==> src/hdl/jads_pkg.sv <==
// shared types and constants of the joystick axis deadzone scaler
package jads_pkg;

    // configuration register indexes
    localparam int CFG_IDX_W = 2;
    localparam logic [CFG_IDX_W-1:0] REG_CENTER = 2'd0;
    localparam logic [CFG_IDX_W-1:0] REG_SPREAD = 2'd1;
    localparam logic [CFG_IDX_W-1:0] REG_FRAC   = 2'd2;
    localparam logic [CFG_IDX_W-1:0] REG_TRACK  = 2'd3;

    localparam int CFG_DATA_W = 16;
    localparam int RAW_W      = 12;
    localparam int AXIS_W     = 16;
    localparam int FRAC_W     = 16;

    // register reset values
    localparam logic [RAW_W-1:0]  CENTER_RESET = 12'd2048;
    localparam logic [RAW_W-1:0]  SPREAD_RESET = 12'd512;
    localparam logic [FRAC_W-1:0] FRAC_RESET   = 16'd6554;
    localparam logic              TRACK_RESET  = 1'b1;

    // quotient of the scaling divide, and full scale in q1.15
    localparam int Q_BITS    = 15;
    localparam int DIV_CNT_W = 4;
    localparam logic [Q_BITS-1:0] FULL_SCALE = 15'd32767;

    typedef struct packed {
        logic cfg_wr;
        logic reload;
        logic take;
        logic mul_hi;
        logic edge_lo;
        logic edge_hi;
        logic setup;
        logic load;
        logic div_step;
        logic res_load;
    } jads_cmd_t;

    typedef struct packed {
        logic changed;
    } jads_stat_t;

endpackage

==> src/hdl/joystick_axis_deadzone_scaler.sv <==
// an item is taken in S_IDLE and passes S_CHECK, S_SETUP, S_LOAD, the 15-step restoring
// divider in S_DIV and S_DONE, which waits while the output stalls; widened trackers add the
// shared edge multiplier and edge states after S_CHECK; no new item is taken before S_DONE ends
// reset: configuration registers return to their defaults, then the edge computation runs with
// in_stall high and cfg_ready low; a center register write runs the same edge computation
module joystick_axis_deadzone_scaler #(
    parameter int SAMPLE_BITS = 12
) (
    input  logic                                  clk,
    input  logic                                  rst_n,
    input  logic                                  in_valid,
    output logic                                  in_stall,
    input  logic [jads_pkg::RAW_W-1:0]            raw_sample,
    output logic                                  out_valid,
    input  logic                                  out_stall,
    output logic signed [jads_pkg::AXIS_W-1:0]    axis_value,
    output logic                                  deflected,
    input  logic                                  cfg_valid,
    output logic                                  cfg_ready,
    input  logic [jads_pkg::CFG_IDX_W-1:0]        cfg_index,
    input  logic [jads_pkg::CFG_DATA_W-1:0]       cfg_data
);

    jads_pkg::jads_cmd_t  cmd;
    jads_pkg::jads_stat_t stat;

    jads_ctrl u_ctrl (
        .clk       (clk),
        .rst_n     (rst_n),
        .in_valid  (in_valid),
        .cfg_valid (cfg_valid),
        .cfg_index (cfg_index),
        .out_stall (out_stall),
        .stat      (stat),
        .cmd       (cmd),
        .in_stall  (in_stall),
        .cfg_ready (cfg_ready),
        .out_valid (out_valid)
    );

    jads_dp #(
        .SAMPLE_BITS (SAMPLE_BITS)
    ) u_dp (
        .clk        (clk),
        .rst_n      (rst_n),
        .cmd        (cmd),
        .stat       (stat),
        .cfg_index  (cfg_index),
        .cfg_data   (cfg_data),
        .raw_sample (raw_sample),
        .axis_value (axis_value),
        .deflected  (deflected)
    );

endmodule

==> src/hdl/jads_ctrl.sv <==
// sequencer for edge recomputation, scaling divide and result hand-off
module jads_ctrl (
    input  logic                                clk,
    input  logic                                rst_n,
    input  logic                                in_valid,
    input  logic                                cfg_valid,
    input  logic [jads_pkg::CFG_IDX_W-1:0]      cfg_index,
    input  logic                                out_stall,
    input  jads_pkg::jads_stat_t                stat,
    output jads_pkg::jads_cmd_t                 cmd,
    output logic                                in_stall,
    output logic                                cfg_ready,
    output logic                                out_valid
);

    typedef enum logic [3:0] {
        S_RELOAD,
        S_MUL_LO,
        S_EDGE_LO,
        S_EDGE_HI,
        S_IDLE,
        S_CHECK,
        S_SETUP,
        S_LOAD,
        S_DIV,
        S_DONE
    } state_t;

    state_t                           state_reg, state_next;
    logic                             item_reg, item_next;
    logic [jads_pkg::DIV_CNT_W-1:0]   cnt_reg, cnt_next;
    logic                             out_valid_reg, out_valid_next;
    logic                             out_free;

    assign out_free  = !out_valid_reg || !out_stall;
    assign in_stall  = (state_reg != S_IDLE) || cfg_valid;
    assign cfg_ready = (state_reg == S_IDLE);
    assign out_valid = out_valid_reg;

    always_comb
    begin
        state_next     = state_reg;
        item_next      = item_reg;
        cnt_next       = cnt_reg;
        cmd            = '0;

        case (state_reg)
            S_RELOAD:
            begin
                cmd.reload = 1'b1;
                item_next  = 1'b0;
                state_next = S_MUL_LO;
            end
            S_MUL_LO:
            begin
                state_next = S_EDGE_LO;
            end
            S_EDGE_LO:
            begin
                cmd.edge_lo = 1'b1;
                cmd.mul_hi  = 1'b1;
                state_next  = S_EDGE_HI;
            end
            S_EDGE_HI:
            begin
                cmd.edge_hi = 1'b1;
                state_next  = item_reg ? S_SETUP : S_IDLE;
            end
            S_IDLE:
            begin
                if (cfg_valid)
                begin
                    cmd.cfg_wr = 1'b1;
                    if (cfg_index == jads_pkg::REG_CENTER)
                    begin
                        state_next = S_RELOAD;
                    end
                end
                else if (in_valid)
                begin
                    cmd.take   = 1'b1;
                    state_next = S_CHECK;
                end
            end
            S_CHECK:
            begin
                // widened trackers need fresh deadzone edges first
                if (stat.changed)
                begin
                    item_next  = 1'b1;
                    state_next = S_MUL_LO;
                end
                else
                begin
                    state_next = S_SETUP;
                end
            end
            S_SETUP:
            begin
                cmd.setup  = 1'b1;
                state_next = S_LOAD;
            end
            S_LOAD:
            begin
                cmd.load   = 1'b1;
                cnt_next   = '0;
                state_next = S_DIV;
            end
            S_DIV:
            begin
                cmd.div_step = 1'b1;
                cnt_next     = cnt_reg + 1'b1;
                if (cnt_reg == jads_pkg::DIV_CNT_W'(jads_pkg::Q_BITS - 1))
                begin
                    state_next = S_DONE;
                end
            end
            S_DONE:
            begin
                if (out_free)
                begin
                    cmd.res_load = 1'b1;
                    state_next   = S_IDLE;
                end
            end
            default:
            begin
                state_next = S_IDLE;
            end
        endcase
    end

    always_comb
    begin
        if (cmd.res_load)
        begin
            out_valid_next = 1'b1;
        end
        else if (!out_stall)
        begin
            out_valid_next = 1'b0;
        end
        else
        begin
            out_valid_next = out_valid_reg;
        end
    end

    always_ff @(posedge clk or negedge rst_n)
    begin
        if (!rst_n)
        begin
            state_reg     <= S_RELOAD;
            item_reg      <= 1'b0;
            cnt_reg       <= '0;
            out_valid_reg <= 1'b0;
        end
        else
        begin
            state_reg     <= state_next;
            item_reg      <= item_next;
            cnt_reg       <= cnt_next;
            out_valid_reg <= out_valid_next;
        end
    end

endmodule

==> src/hdl/jads_dp.sv <==
// datapath: registers, trackers, edge multiplier and restoring divider
module jads_dp #(
    parameter int SAMPLE_BITS = 12
) (
    input  logic                                  clk,
    input  logic                                  rst_n,
    input  jads_pkg::jads_cmd_t                   cmd,
    output jads_pkg::jads_stat_t                  stat,
    input  logic [jads_pkg::CFG_IDX_W-1:0]        cfg_index,
    input  logic [jads_pkg::CFG_DATA_W-1:0]       cfg_data,
    input  logic [jads_pkg::RAW_W-1:0]            raw_sample,
    output logic signed [jads_pkg::AXIS_W-1:0]    axis_value,
    output logic                                  deflected
);

    localparam int SW = SAMPLE_BITS;
    localparam int EW = ((SW > jads_pkg::RAW_W) ? SW : jads_pkg::RAW_W) + 1;
    localparam int PW = SW + jads_pkg::FRAC_W;
    localparam int DW = SW + jads_pkg::Q_BITS + 1;
    localparam int QB = jads_pkg::Q_BITS;
    localparam logic [SW-1:0] SMAX = {SW{1'b1}};

    // configuration
    logic [SW-1:0]                    center_reg;
    logic [jads_pkg::RAW_W-1:0]       spread_reg;
    logic [jads_pkg::FRAC_W-1:0]      frac_reg;
    logic                             track_reg;

    // trackers and edges
    logic [SW-1:0] low_reg, low_next;
    logic [SW-1:0] high_reg, high_next;
    logic [SW-1:0] ledge_reg, ledge_next;
    logic [SW-1:0] hedge_reg, hedge_next;
    logic          changed_reg, changed_next;
    logic [SW-1:0] samp_reg, samp_next;

    logic [SW-1:0] half_span;
    logic [PW-1:0] prod_reg, prod_next;

    // scaling
    logic [SW-1:0] num_reg, num_next;
    logic [SW-1:0] den_reg, den_next;
    logic          neg_reg, neg_next;
    logic          defl_reg, defl_next;
    logic          sat_reg, sat_next;
    logic [SW-1:0] rem_reg, rem_next;
    logic [QB-1:0] dvd_reg, dvd_next;
    logic [QB-1:0] quo_reg, quo_next;
    logic [DW-1:0] dividend;
    logic [SW:0]   trial;

    logic signed [jads_pkg::AXIS_W-1:0] axis_reg, axis_next;
    logic                               dout_reg, dout_next;

    logic [EW-1:0] c_ext, s_ext, sum_ext;
    logic [SW-1:0] v;
    logic [jads_pkg::AXIS_W-1:0] mag;

    assign stat.changed = changed_reg;
    assign axis_value   = axis_reg;
    assign deflected    = dout_reg;

    assign c_ext   = EW'(center_reg);
    assign s_ext   = EW'(spread_reg);
    assign sum_ext = c_ext + s_ext;
    assign v       = SW'(raw_sample);

    assign half_span = cmd.mul_hi ? (high_reg - center_reg) : (center_reg - low_reg);
    assign prod_next = PW'(half_span) * PW'(frac_reg);

    // num * 32767 + den / 2
    assign dividend = {1'b0, num_reg, {QB{1'b0}}} - DW'(num_reg) + DW'(den_reg >> 1);
    assign trial    = {rem_reg, dvd_reg[QB-1]};

    always_comb
    begin
        low_next     = low_reg;
        high_next    = high_reg;
        changed_next = changed_reg;
        samp_next    = samp_reg;
        ledge_next   = ledge_reg;
        hedge_next   = hedge_reg;

        if (cmd.reload)
        begin
            low_next  = (c_ext > s_ext) ? SW'(c_ext - s_ext) : '0;
            high_next = (sum_ext > EW'(SMAX)) ? SMAX : SW'(sum_ext);
        end
        else if (cmd.take)
        begin
            samp_next    = v;
            changed_next = 1'b0;
            if (track_reg)
            begin
                if (low_reg > v)
                begin
                    low_next     = v;
                    changed_next = 1'b1;
                end
                if (high_reg < v)
                begin
                    high_next    = v;
                    changed_next = 1'b1;
                end
            end
        end

        if (cmd.edge_lo)
        begin
            ledge_next = center_reg - prod_reg[PW-1:jads_pkg::FRAC_W];
        end
        if (cmd.edge_hi)
        begin
            hedge_next = center_reg + prod_reg[PW-1:jads_pkg::FRAC_W];
        end
    end

    always_comb
    begin
        num_next  = num_reg;
        den_next  = den_reg;
        neg_next  = neg_reg;
        defl_next = defl_reg;
        sat_next  = sat_reg;
        rem_next  = rem_reg;
        dvd_next  = dvd_reg;
        quo_next  = quo_reg;

        if (cmd.setup)
        begin
            // low side is checked first
            if (samp_reg <= ledge_reg)
            begin
                num_next  = ledge_reg - samp_reg;
                den_next  = ledge_reg - low_reg;
                neg_next  = 1'b1;
                defl_next = 1'b1;
            end
            else if (samp_reg >= hedge_reg)
            begin
                num_next  = samp_reg - hedge_reg;
                den_next  = high_reg - hedge_reg;
                neg_next  = 1'b0;
                defl_next = 1'b1;
            end
            else
            begin
                num_next  = '0;
                den_next  = '0;
                neg_next  = 1'b0;
                defl_next = 1'b0;
            end
        end
        else if (cmd.load)
        begin
            // num >= den covers a zero-width span and overshoot
            sat_next = (num_reg >= den_reg);
            rem_next = SW'(dividend >> QB);
            dvd_next = dividend[QB-1:0];
            quo_next = '0;
        end
        else if (cmd.div_step)
        begin
            dvd_next = {dvd_reg[QB-2:0], 1'b0};
            if (trial >= {1'b0, den_reg})
            begin
                rem_next = SW'(trial - {1'b0, den_reg});
                quo_next = {quo_reg[QB-2:0], 1'b1};
            end
            else
            begin
                rem_next = SW'(trial);
                quo_next = {quo_reg[QB-2:0], 1'b0};
            end
        end
    end

    always_comb
    begin
        mag       = {1'b0, (sat_reg ? jads_pkg::FULL_SCALE : quo_reg)};
        axis_next = axis_reg;
        dout_next = dout_reg;
        if (cmd.res_load)
        begin
            dout_next = defl_reg;
            if (!defl_reg)
            begin
                axis_next = '0;
            end
            else if (neg_reg)
            begin
                axis_next = -$signed(mag);
            end
            else
            begin
                axis_next = $signed(mag);
            end
        end
    end

    always_ff @(posedge clk or negedge rst_n)
    begin
        if (!rst_n)
        begin
            center_reg <= SW'(jads_pkg::CENTER_RESET);
            spread_reg <= jads_pkg::SPREAD_RESET;
            frac_reg   <= jads_pkg::FRAC_RESET;
            track_reg  <= jads_pkg::TRACK_RESET;
        end
        else if (cmd.cfg_wr)
        begin
            case (cfg_index)
                jads_pkg::REG_CENTER: center_reg <= SW'(cfg_data[jads_pkg::RAW_W-1:0]);
                jads_pkg::REG_SPREAD: spread_reg <= cfg_data[jads_pkg::RAW_W-1:0];
                jads_pkg::REG_FRAC:   frac_reg   <= cfg_data;
                jads_pkg::REG_TRACK:  track_reg  <= cfg_data[0];
                default:
                begin
                end
            endcase
        end
    end

    always_ff @(posedge clk)
    begin
        low_reg     <= low_next;
        high_reg    <= high_next;
        ledge_reg   <= ledge_next;
        hedge_reg   <= hedge_next;
        changed_reg <= changed_next;
        samp_reg    <= samp_next;
        prod_reg    <= prod_next;
        num_reg     <= num_next;
        den_reg     <= den_next;
        neg_reg     <= neg_next;
        defl_reg    <= defl_next;
        sat_reg     <= sat_next;
        rem_reg     <= rem_next;
        dvd_reg     <= dvd_next;
        quo_reg     <= quo_next;
        axis_reg    <= axis_next;
        dout_reg    <= dout_next;
    end

endmodule
==> config.mk <==
export PLATFORM = sky130hd
export DESIGN_NAME = joystick_axis_deadzone_scaler
export DESIGN_NICKNAME = d
export VERILOG_FILES = /design/src/hdl/jads_pkg.sv /design/src/hdl/joystick_axis_deadzone_scaler.sv /design/src/hdl/jads_ctrl.sv /design/src/hdl/jads_dp.sv
export SDC_FILE = /design/constraint.sdc
export NUM_CORES = 1
export LEC_CHECK = 0
export ABC_CLOCK_PERIOD_IN_PS = 17450
export BUFFER_PORTS_ARGS = -buffer_cell sky130_fd_sc_hd__buf_4
export CAP_MARGIN = 10
export CORE_UTILIZATION = 25
export DETAILED_ROUTE_END_ITERATION = 6
export HOLD_SLACK_MARGIN = 0.1
export PLACE_DENSITY_LB_ADDON = 0.25
export SETUP_SLACK_MARGIN = 0.15
export SLEW_MARGIN = 20
export SYNTH_ARGS = -nofsm -noshare
export SYNTH_HDL_FRONTEND = slang
export SYNTH_SLANG_ARGS = --single-unit
==> constraint.sdc <==
create_clock -name clk -period 17.45 [get_ports clk]
set_clock_uncertainty 0.15 [all_clocks]
set_input_delay 3.49 -clock clk [delete_from_list [all_inputs] [get_ports clk]]
set_output_delay 3.49 -clock clk [all_outputs]
set_load 0.02 [all_outputs]
# After elaboration in Yosys (flattened, before gate mapping)
# Index checks and enable logic that the tools add are counted.
# classes
n_mux,54
magnitude_cmp,8
n_bitwise,2
addsub,15
n_shift,0
reduce_logical,25
n_mul,1
n_eq_ne,20
div,0
# op_table
op,n
12-bit two-way mux,18
12-bit subtractor,9
15-bit two-way mux,5
4-bit one-hot mux with 10 select lines,1
12-bit by 16-bit multiplier with 28-bit output,1
27-bit by 11-bit adder with 27-bit output,1
27-bit by 12-bit subtractor with 27-bit output,1
12-bit greater-or-equal comparator,2
12-bit > comparator,2
1-bit two-way mux,20
4-bit two-way mux,5
2-bit AND reduction,9
4-bit by 3-bit equality test with 1-bit output (second input constant),4
15-bit negation with 16-bit output,1
2-bit nonzero test,7
12-bit by 12-bit adder with 13-bit output,1
13-bit by 12-bit greater-or-equal comparator with 1-bit output,1
13-bit by 12-bit > comparator with 1-bit output (second input constant),1
12-bit adder,1
4-bit equality test (second input constant),3
12-bit less-or-equal comparator,1
12-bit < comparator,1
4-bit by 2-bit equality test with 1-bit output (second input constant),2
2-bit by 1-bit inequality test with 1-bit output (second input constant),4
18 further kinds,24
# word_totals
regBits,226
elab_cells,151
mem_bits_rw,0
romBits,0
n_memories,0
latch_bits,0
output_inout_bits,20
input_bits,35

# Longest topological paths before layout
# Gate-level depths: netlist of run 1.
# logic_depth
ltp_word,5
mapped_depth,32
mapped_depth_nobuf,31

# Cells and area by module
# Synthesis of run 1 repeated with hierarchy kept, for this count alone.
# unflattened
hier_cells,2358
area_unflattened_um2,22041.1
# by_module_without_submodules
module,seq_area_each_um2,area_each_um2,cells_each,instances
jads_dp,5693.0,21374.2,2275,1
jads_ctrl,250.2,666.9,83,1

# Worst setup path after synthesis of run 1
# Ideal clock, no wire load.
# synth_timing
kind,register -> register
start,reg u_dp.center_reg[1]
end,reg u_dp.prod_reg[27]
setup_ps,123
t_required_ps,17177
path_stages_with_launch,29
path_buffers,2
arrival_time_ps,7699
period_less_slack_ps,7971
setup_slack_ps,9479
cell_sequence,dfrtp_1 -> inv_1 -> fa_1 -> a21o_1 -> a21oi_1 -> o21bai_1 -> a2111oi_0 -> o31ai_1 -> xor2_1 -> mux2i_1 -> clkbuf_1 -> nor2b_1 -> fa_1 -> inv_1 -> fa_1 -> fa_1 -> inv_1 -> fa_1 -> inv_1 -> fa_1 -> inv_1 -> ha_1 -> clkbuf_1 -> nand3_1 -> or3_1 -> o31ai_1 -> o21ai_0 -> o2111ai_1 -> xnor2_1
# synth_via
elab_chain_len,3
elab_cells_between_ends,4
classes_between,add/sub: 2; mul: 1; mux: 1
# synth_rtl
item,line,text
start: declaration,jads_dp.sv:24,logic [SW-1:0] center_reg;
start signal: assignment,jads_dp.sv:205,center_reg <= SW'(jads_pkg::CENTER_RESET);
start signal: assignment,jads_dp.sv:213,jads_pkg::REG_CENTER: center_reg <= SW'(cfg_data[jads_pkg::RAW_W-1:0]);
12-bit subtractor,jads_dp.sv:68,assign half_span = cmd.mul_hi ? (high_reg - center_reg) : (center_reg - low_reg);
12-bit two-way mux (*),jads_dp.sv:68,
12-bit by 16-bit multiplier with 28-bit output (*),jads_dp.sv:69,assign prod_next = PW'(half_span) * PW'(frac_reg);
named net u_dp.prod_next[27],jads_dp.sv:38,"logic [PW-1:0] prod_reg, prod_next;"
end signal: assignment,jads_dp.sv:232,prod_reg <= prod_next;
end: declaration,jads_dp.sv:38,
# The timed path passes the listed nets; every way through them passes the cells marked *.
# A chain may end at the register's enable or synchronous reset.

# Final worst setup path of run 1
# layout_timing
start,reg u_dp.center_reg[1]
end,reg u_dp.prod_reg[22]
# Same word-level chain as after synthesis.

==> out/qor.txt, run 1 <==
Drt via density: 4.86
Design Area, Final: 0.0245 mm^2
Hold Path End: u_ctrl.cnt_reg[3]
WS Path Type: flop to flop
Die Width: 297 um
Syn Nets: 2755
# DRC: 0
Max incr delay on CP: 0.83 ns
Final WL: 61.7 mm
Fmax achieved: 112 MHz
Final hold viol count: 0
Register area share after synthesis: 0.273
DRT Pass-1 Iters: 5
Vias in the first global route: 17700
First-pass GRT wire length: 98.0 mm
Worst Hold Class: flop to flop
Final ANT Viol Nets: 0
I/O pin cnt: 55
Post-Synthesis Cells: 2332
Most frequent CP cell: fa_1
Reg2Reg Setup Slack: 8.52 ns
Hold Path Stages: 1
GRT Overall Usage: 0.139
Placed insts: 3469
H-Tree Depth: 1
Clk sink count: 210
# diodes: 0
Buf+Inv Stages, Crit Path: 4
Largest net degree at the start of global routing: 61
Post-synth EDFFs: 147
Slew Viols, Final: 0
Slew Limit Headroom: 0.249
CP required: 17.77 ns
# rows: 107
Core area: 0.0858 mm^2
DR iter-0 viols: 834
Total grt overflow: 0
Leading area contributor after synthesis: edfxtp_1
R2R cell count: 26
Antenna violations before repair: 1
Die area: 0.0884 mm^2
Crit path capture type: flop
Area Overhead vs Synth: 12.3%
Clock root cell: clkbuf_16
Worst-Skew Late Latency: 0.59 ns
Final setup fails: 0
Initial core utilization: 0.254
Clk pin slew, worst setup/hold paths: 0.06 ns
Pre-CTS setup slack: 8.55 ns
Netlist cell types: 76
Non-filler cells, final: 3519
Post-placement cell area: 0.0236 mm^2
CP Data Arrival Time: 9.24 ns
Warnings, synthesis: 0
Max_cap viols: 0
GPL Wtd Cong: 0.843
Setup TNS: 0 ns
Largest cells by area after synthesis: edfxtp_1 (20%), fa_1 (14%), ha_1 (14%), inv_1 (5.6%), dfrtp_1 (4.7%)
Port Buf Inserts: 54
Synth async-reset ratio: 0.243
Worst flop-to-flop path endpoint: u_dp.prod_reg[22]
DR vias: 17100
Setup bufs post-CTS: 0
Drt wl/cell: 17.5 um
CP delay by family, top: adder cells
Layout cells sized above 1: 0.0956
Period utilisation layout: 0.512
Mean Syn Cell Area: 9.35 um^2
Reg2Reg Launch Point: u_dp.center_reg[1]
Min-delay src: u_ctrl.cnt_reg[3]
Post-Syn Area: 0.0218 mm^2
Hold Buf Count CTS: 0
FF+latch count, synth: 210
Setup repair after global routing missed its margin: false
Post-route setup slack: 8.52 ns
Layout Nets: 2777
Estimated wirelength of the detail-placed design: 49.0 mm
Filler cells: 9046
Max Buffers Root-to-Sink: 3
Area of the multi-input gates: 0.0143 mm^2
Fin crit period: 8.93 ns
Top_reg_cell synth: edfxtp_1
Clock tree from TritonCTS: done
FF+latch area: 0.00594 mm^2
PostCTS Resize Cnt: 0
Critical Path Start Type: flop
CP max stage cell: mux2i_2
CP Max Fanout: 16
Die height: 297 um
Post-synth top area share: 0.203
Status: finished clean
Worst-margin pin slew: 1.13 ns
Cts bufs inserted: 27
## layer usage
| metal | global-route usage | vias up | part of all wire |
|---|---|---|---|
| met5 | 0 | - | 0.00021 |
| met4 | 0.0447 | 2 | 0.029 |
| met3 | 0.0158 | 101 | 0.036 |
| met2 | 0.241 | 319 | 0.48 |
| met1 | 0.178 | 8556 | 0.45 |
| li1 | - | 8134 | - |
## area by class of cell
type                            instances  area share
Clock inverter                         18     0.00746
Multi-Input combinational cell       1703       0.585
Timing Repair Buffer                   83      0.0255
Clock buffer                           32      0.0305
Inverter                              329      0.0504
Tap cell                             1144      0.0585
Sequential cell                       210       0.243
## synth_stat cells (8+ instances only)
| cell | count |
|---|---|
| a211oi_1 | 13 |
| a21o_1 | 44 |
| a21oi_1 | 101 |
| a221oi_1 | 9 |
| a31oi_1 | 13 |
| and2_1 | 69 |
| and3_1 | 13 |
| clkbuf_1 | 80 |
| dfrtp_1 | 41 |
| dfstp_2 | 10 |
| dfxtp_1 | 12 |
| edfxtp_1 | 147 |
| fa_1 | 151 |
| ha_1 | 237 |
| inv_1 | 328 |
| mux2_2 | 48 |
| mux2i_1 | 12 |
| nand2_1 | 204 |
| nand2b_1 | 31 |
| nand3_1 | 22 |
| nand4_1 | 43 |
| nor2_1 | 115 |
| nor2b_1 | 45 |
| nor3_1 | 55 |
| nor4_1 | 9 |
| o2111ai_1 | 36 |
| o211ai_1 | 14 |
| o21a_1 | 16 |
| o21ai_0 | 87 |
| o21bai_1 | 14 |
| o22ai_1 | 30 |
| o31ai_1 | 10 |
| o41ai_1 | 8 |
| or3_1 | 18 |
| or4b_2 | 17 |
| xnor2_1 | 74 |
| xor2_1 | 52 |
## how the worst max path moves through the flow
stage | from | depth (start not counted) | slack [ns] | end
after floorplan | u_dp.center_reg[1] | 28 | 9.48 | u_dp.prod_reg[27]
after global placement | u_dp.center_reg[1] | 26 | 8.67 | u_dp.prod_reg[22]
after detailed placement | u_dp.center_reg[1] | 26 | 8.55 | u_dp.prod_reg[22]
after CTS | u_dp.center_reg[1] | 26 | 8.52 | u_dp.prod_reg[22]
after global routing | u_dp.center_reg[1] | 26 | 8.01 | u_dp.prod_reg[27]
final | u_dp.center_reg[1] | 26 | 8.52 | u_dp.prod_reg[22]
## through the flow
| step | hold slack (ns) | util |
|---|---|---|
| global route | 0.356 | 0.285 |
| floorplan | 0.296 | - |
| global placement | 0.319 | 0.274 |
| CTS | 0.339 | 0.285 |
| finish | 0.344 | 0.285 |
| detailed placement | 0.329 | 0.274 |
## placed cells by master (no fill, tap or decap), drive strengths merged, types with 32 or more instances in the layout
cell type,instances
nand2,204
buf,83
o21ai,89
ha,237
inv,330
clkbuf,32
nand4,43
xnor2,74
o2111ai,36
nor3,55
a21oi,101
dfrtp,41
xor2,52
mux2,49
nor2b,45
and2,70
nor2,116
a21o,44
fa,151
edfxtp,147
## logic make-up after synthesis
| logic type | synth area share |
|---|---|
| fa+ha+maj | 0.275 |
| buf+inv | 0.0724 |
| flops | 0.273 |
| compound gates | 0.140 |
| mux | 0.0310 |
| simple gates | 0.159 |
| xor+xnor | 0.0506 |
Power of run 1 is not shown: default switching activity piles up to over one toggle a cycle in this logic, so the estimate is an artifact.
==> run 2: changes to the inputs <==
--- a/config.mk
+++ b/config.mk
@@ -5,7 +5,8 @@
 export SDC_FILE = /design/constraint.sdc
 export NUM_CORES = 1
 export LEC_CHECK = 0
-export ABC_CLOCK_PERIOD_IN_PS = 17450
+export ABC_AREA = 1
+export ABC_CLOCK_PERIOD_IN_PS = 8100
 export BUFFER_PORTS_ARGS = -buffer_cell sky130_fd_sc_hd__buf_4
 export CAP_MARGIN = 10
 export CORE_UTILIZATION = 25
==> constraint.sdc (replaced) <==
create_clock -name clk -period 8.1 [get_ports clk]
set_clock_uncertainty 0.15 [all_clocks]
set_input_delay 1.62 -clock clk [delete_from_list [all_inputs] [get_ports clk]]
set_output_delay 1.62 -clock clk [all_outputs]
set_load 0.02 [all_outputs]
==> run 2 against run 1 <==
Compared with the run above:
- utilization shrank 0.20 points
- clock-buffer cell count increased by 9
- non-clock buffer count fell by 21
- via count rose by 6.4%
- final area is 1.0% higher
- maximum frequency is 26% higher
- sequential share of layout area down 0.25 points
- critical path depth is the same
- first-iteration DRC count increased by 35%
- routed wire length up 11%
- hold slack got worse by 0.0077 ns
- critical endpoint is now u_dp.prod_reg[21]
==> out/qor.txt, run 2 <==
# diodes: 0
Post-synth top area share: 0.199
Post-Synthesis Cells: 2809
Post-Syn Area: 0.0222 mm^2
Post-route setup slack: 1.04 ns
Port Buf Inserts: 54
CP max stage cell: dfrtp_1
Status: finished clean
Slew Viols, Final: 0
# DRC: 0
Die area: 0.0899 mm^2
Final hold viol count: 0
Leading area contributor after synthesis: edfxtp_1
CP Data Arrival Time: 7.37 ns
Initial core utilization: 0.254
Final WL: 68.7 mm
Clock root cell: clkbuf_16
H-Tree Depth: 1
Setup TNS: 0 ns
Die height: 300 um
Cts bufs inserted: 28
Fin crit period: 7.06 ns
# rows: 108
Top cells by count, synth: nand2_1 (571), inv_1 (493), ha_1 (237), nor2_1 (225), a21oi_1 (178)
Clock tree from TritonCTS: done
Clk pin slew, worst setup/hold paths: 0.07 ns
First-pass GRT wire length: 107 mm
Hold Path Stages: 2
Drt wl/cell: 17.1 um
Setup repair after global routing missed its margin: false
Top_reg_cell synth: edfxtp_1
Register area share after synthesis: 0.268
Warnings, synthesis: 0
Crit path capture type: flop
Setup bufs post-CTS: 0
DR vias: 18200
GPL Wtd Cong: 0.890
Die Width: 300 um
WS Path Type: flop to flop
Hold Buf Count CTS: 0
DRT Pass-1 Iters: 5
Fmax achieved: 142 MHz
Pre-CTS setup slack: 1.10 ns
PostCTS Resize Cnt: 0
Critical Path Start Type: flop
Estimated wirelength of the detail-placed design: 57.2 mm
Synth async-reset ratio: 0.243
Vias in the first global route: 18200
Period utilisation layout: 0.872
CP Max Fanout: 15
Mean Syn Cell Area: 7.89 um^2
CP required: 8.41 ns
Post-synth EDFFs: 147
DR iter-0 viols: 1123
FF+latch count, synth: 210
Antenna violations before repair: 0
Largest net degree at the start of global routing: 52
Largest cells by area after synthesis: edfxtp_1 (20%), fa_1 (14%), ha_1 (13%), nand2_1 (9.7%), inv_1 (8.3%)
Layout Nets: 3262
GRT Overall Usage: 0.152
Worst-Skew Late Latency: 0.58 ns
Most numerous cell in the Yosys netlist: nand2_1
Worst Hold Class: flop to flop
Drt via density: 4.53
Area Overhead vs Synth: 11.5%
R2R cell count: 26
Most frequent CP cell: inv_1
Syn Nets: 3232
Clk sink count: 210
Most frequent cells in the layout: nand2_1 (571), inv_1 (492), ha_1 (237)
Final setup fails: 0
Netlist cell types: 60
Total grt overflow: 0
Core area: 0.0873 mm^2
Non-filler cells, final: 4016
Final ANT Viol Nets: 0
Layout cells sized above 1: 0.0671
Max Buffers Root-to-Sink: 3
I/O pin cnt: 55
Placed insts: 3964
Commonest non-fill, non-tap cell in the layout: nand2_1
Worst-margin pin slew: 0.963 ns
Max incr delay on CP: 0.68 ns
Max_cap viols: 0
Slew Limit Headroom: 0.357
run 2: changes by cell type in the layout (fill, tap and decap cells not counted), sizes merged, moves of 68 or more:
cell,delta
nor2,+115
inv,+195
o21ai,+100
a21oi,+79
nand2,+377
and2,-68
nand3,+124
run 2: layout make-up:
cell class / instances / area [um^2]
Inverter: 526 / 1970
Fill cell: 9535 / 62600
Tap cell: 1155 / 1450
Sequential cell: 210 / 5940
Clock buffer: 41 / 801
Multi-Input combinational cell: 2011 / 14000
Clock inverter: 11 / 123
Timing Repair Buffer: 62 / 465
run 2: worst paths after layout:
check / startpoint / to / slack [ns]
max in group asynchronous: rst_n / u_dp.spread_reg[10] / 6.29
hold reg to reg: u_ctrl.item_reg / u_ctrl.item_reg / 0.34
hold / removal: u_ctrl.item_reg / u_ctrl.item_reg / 0.34
setup reg to reg: u_dp.center_reg[1] / u_dp.prod_reg[21] / 1.04
setup / recovery: u_dp.center_reg[1] / u_dp.prod_reg[21] / 1.04
min in group asynchronous: rst_n / u_ctrl.cnt_reg[0] / 0.96
run 2: routing by layer:
layer | GRT usage | wire length, um | vias up
li1 | - | - | 9209
met1 | 0.212 | 33100 | 8623
met2 | 0.256 | 32100 | 310
met3 | 0.0136 | 2360 | 59
met4 | 0.0275 | 1120 | 0
met5 | 0 | 0 | -
run 2: kinds of logic after synthesis:
kind of cell	synth area share
AND/OR/NAND/NOR	0.202
buffers and inverters	0.101
adder cells (fa/ha/maj)	0.270
AO/OA/AOI/OAI	0.120
flip-flops	0.268
XOR/XNOR	0.0387
run 2: worst max-delay path, delay by kind of cell, from the launching register on:
family,cells,cell delay (ns)
adders and majority gates,7,3.43
and+or+nand+nor,10,1.85
DFF,1,0.68
buffers and inverters,7,0.59
AOI/OAI and AO/OA,2,0.22
run 2: metrics by stage:
| stage | util | hold slack, ns | area [um^2] |
|---|---|---|---|
| floorplan | - | 0.293 | 22200 |
| global placement | 0.273 | 0.320 | 23800 |
| detailed placement | 0.273 | 0.325 | 23800 |
| CTS | 0.283 | 0.341 | 24700 |
| global route | 0.283 | 0.369 | 24700 |
| finish | 0.283 | 0.337 | 24700 |
Power of run 2 is left out for the same reason.
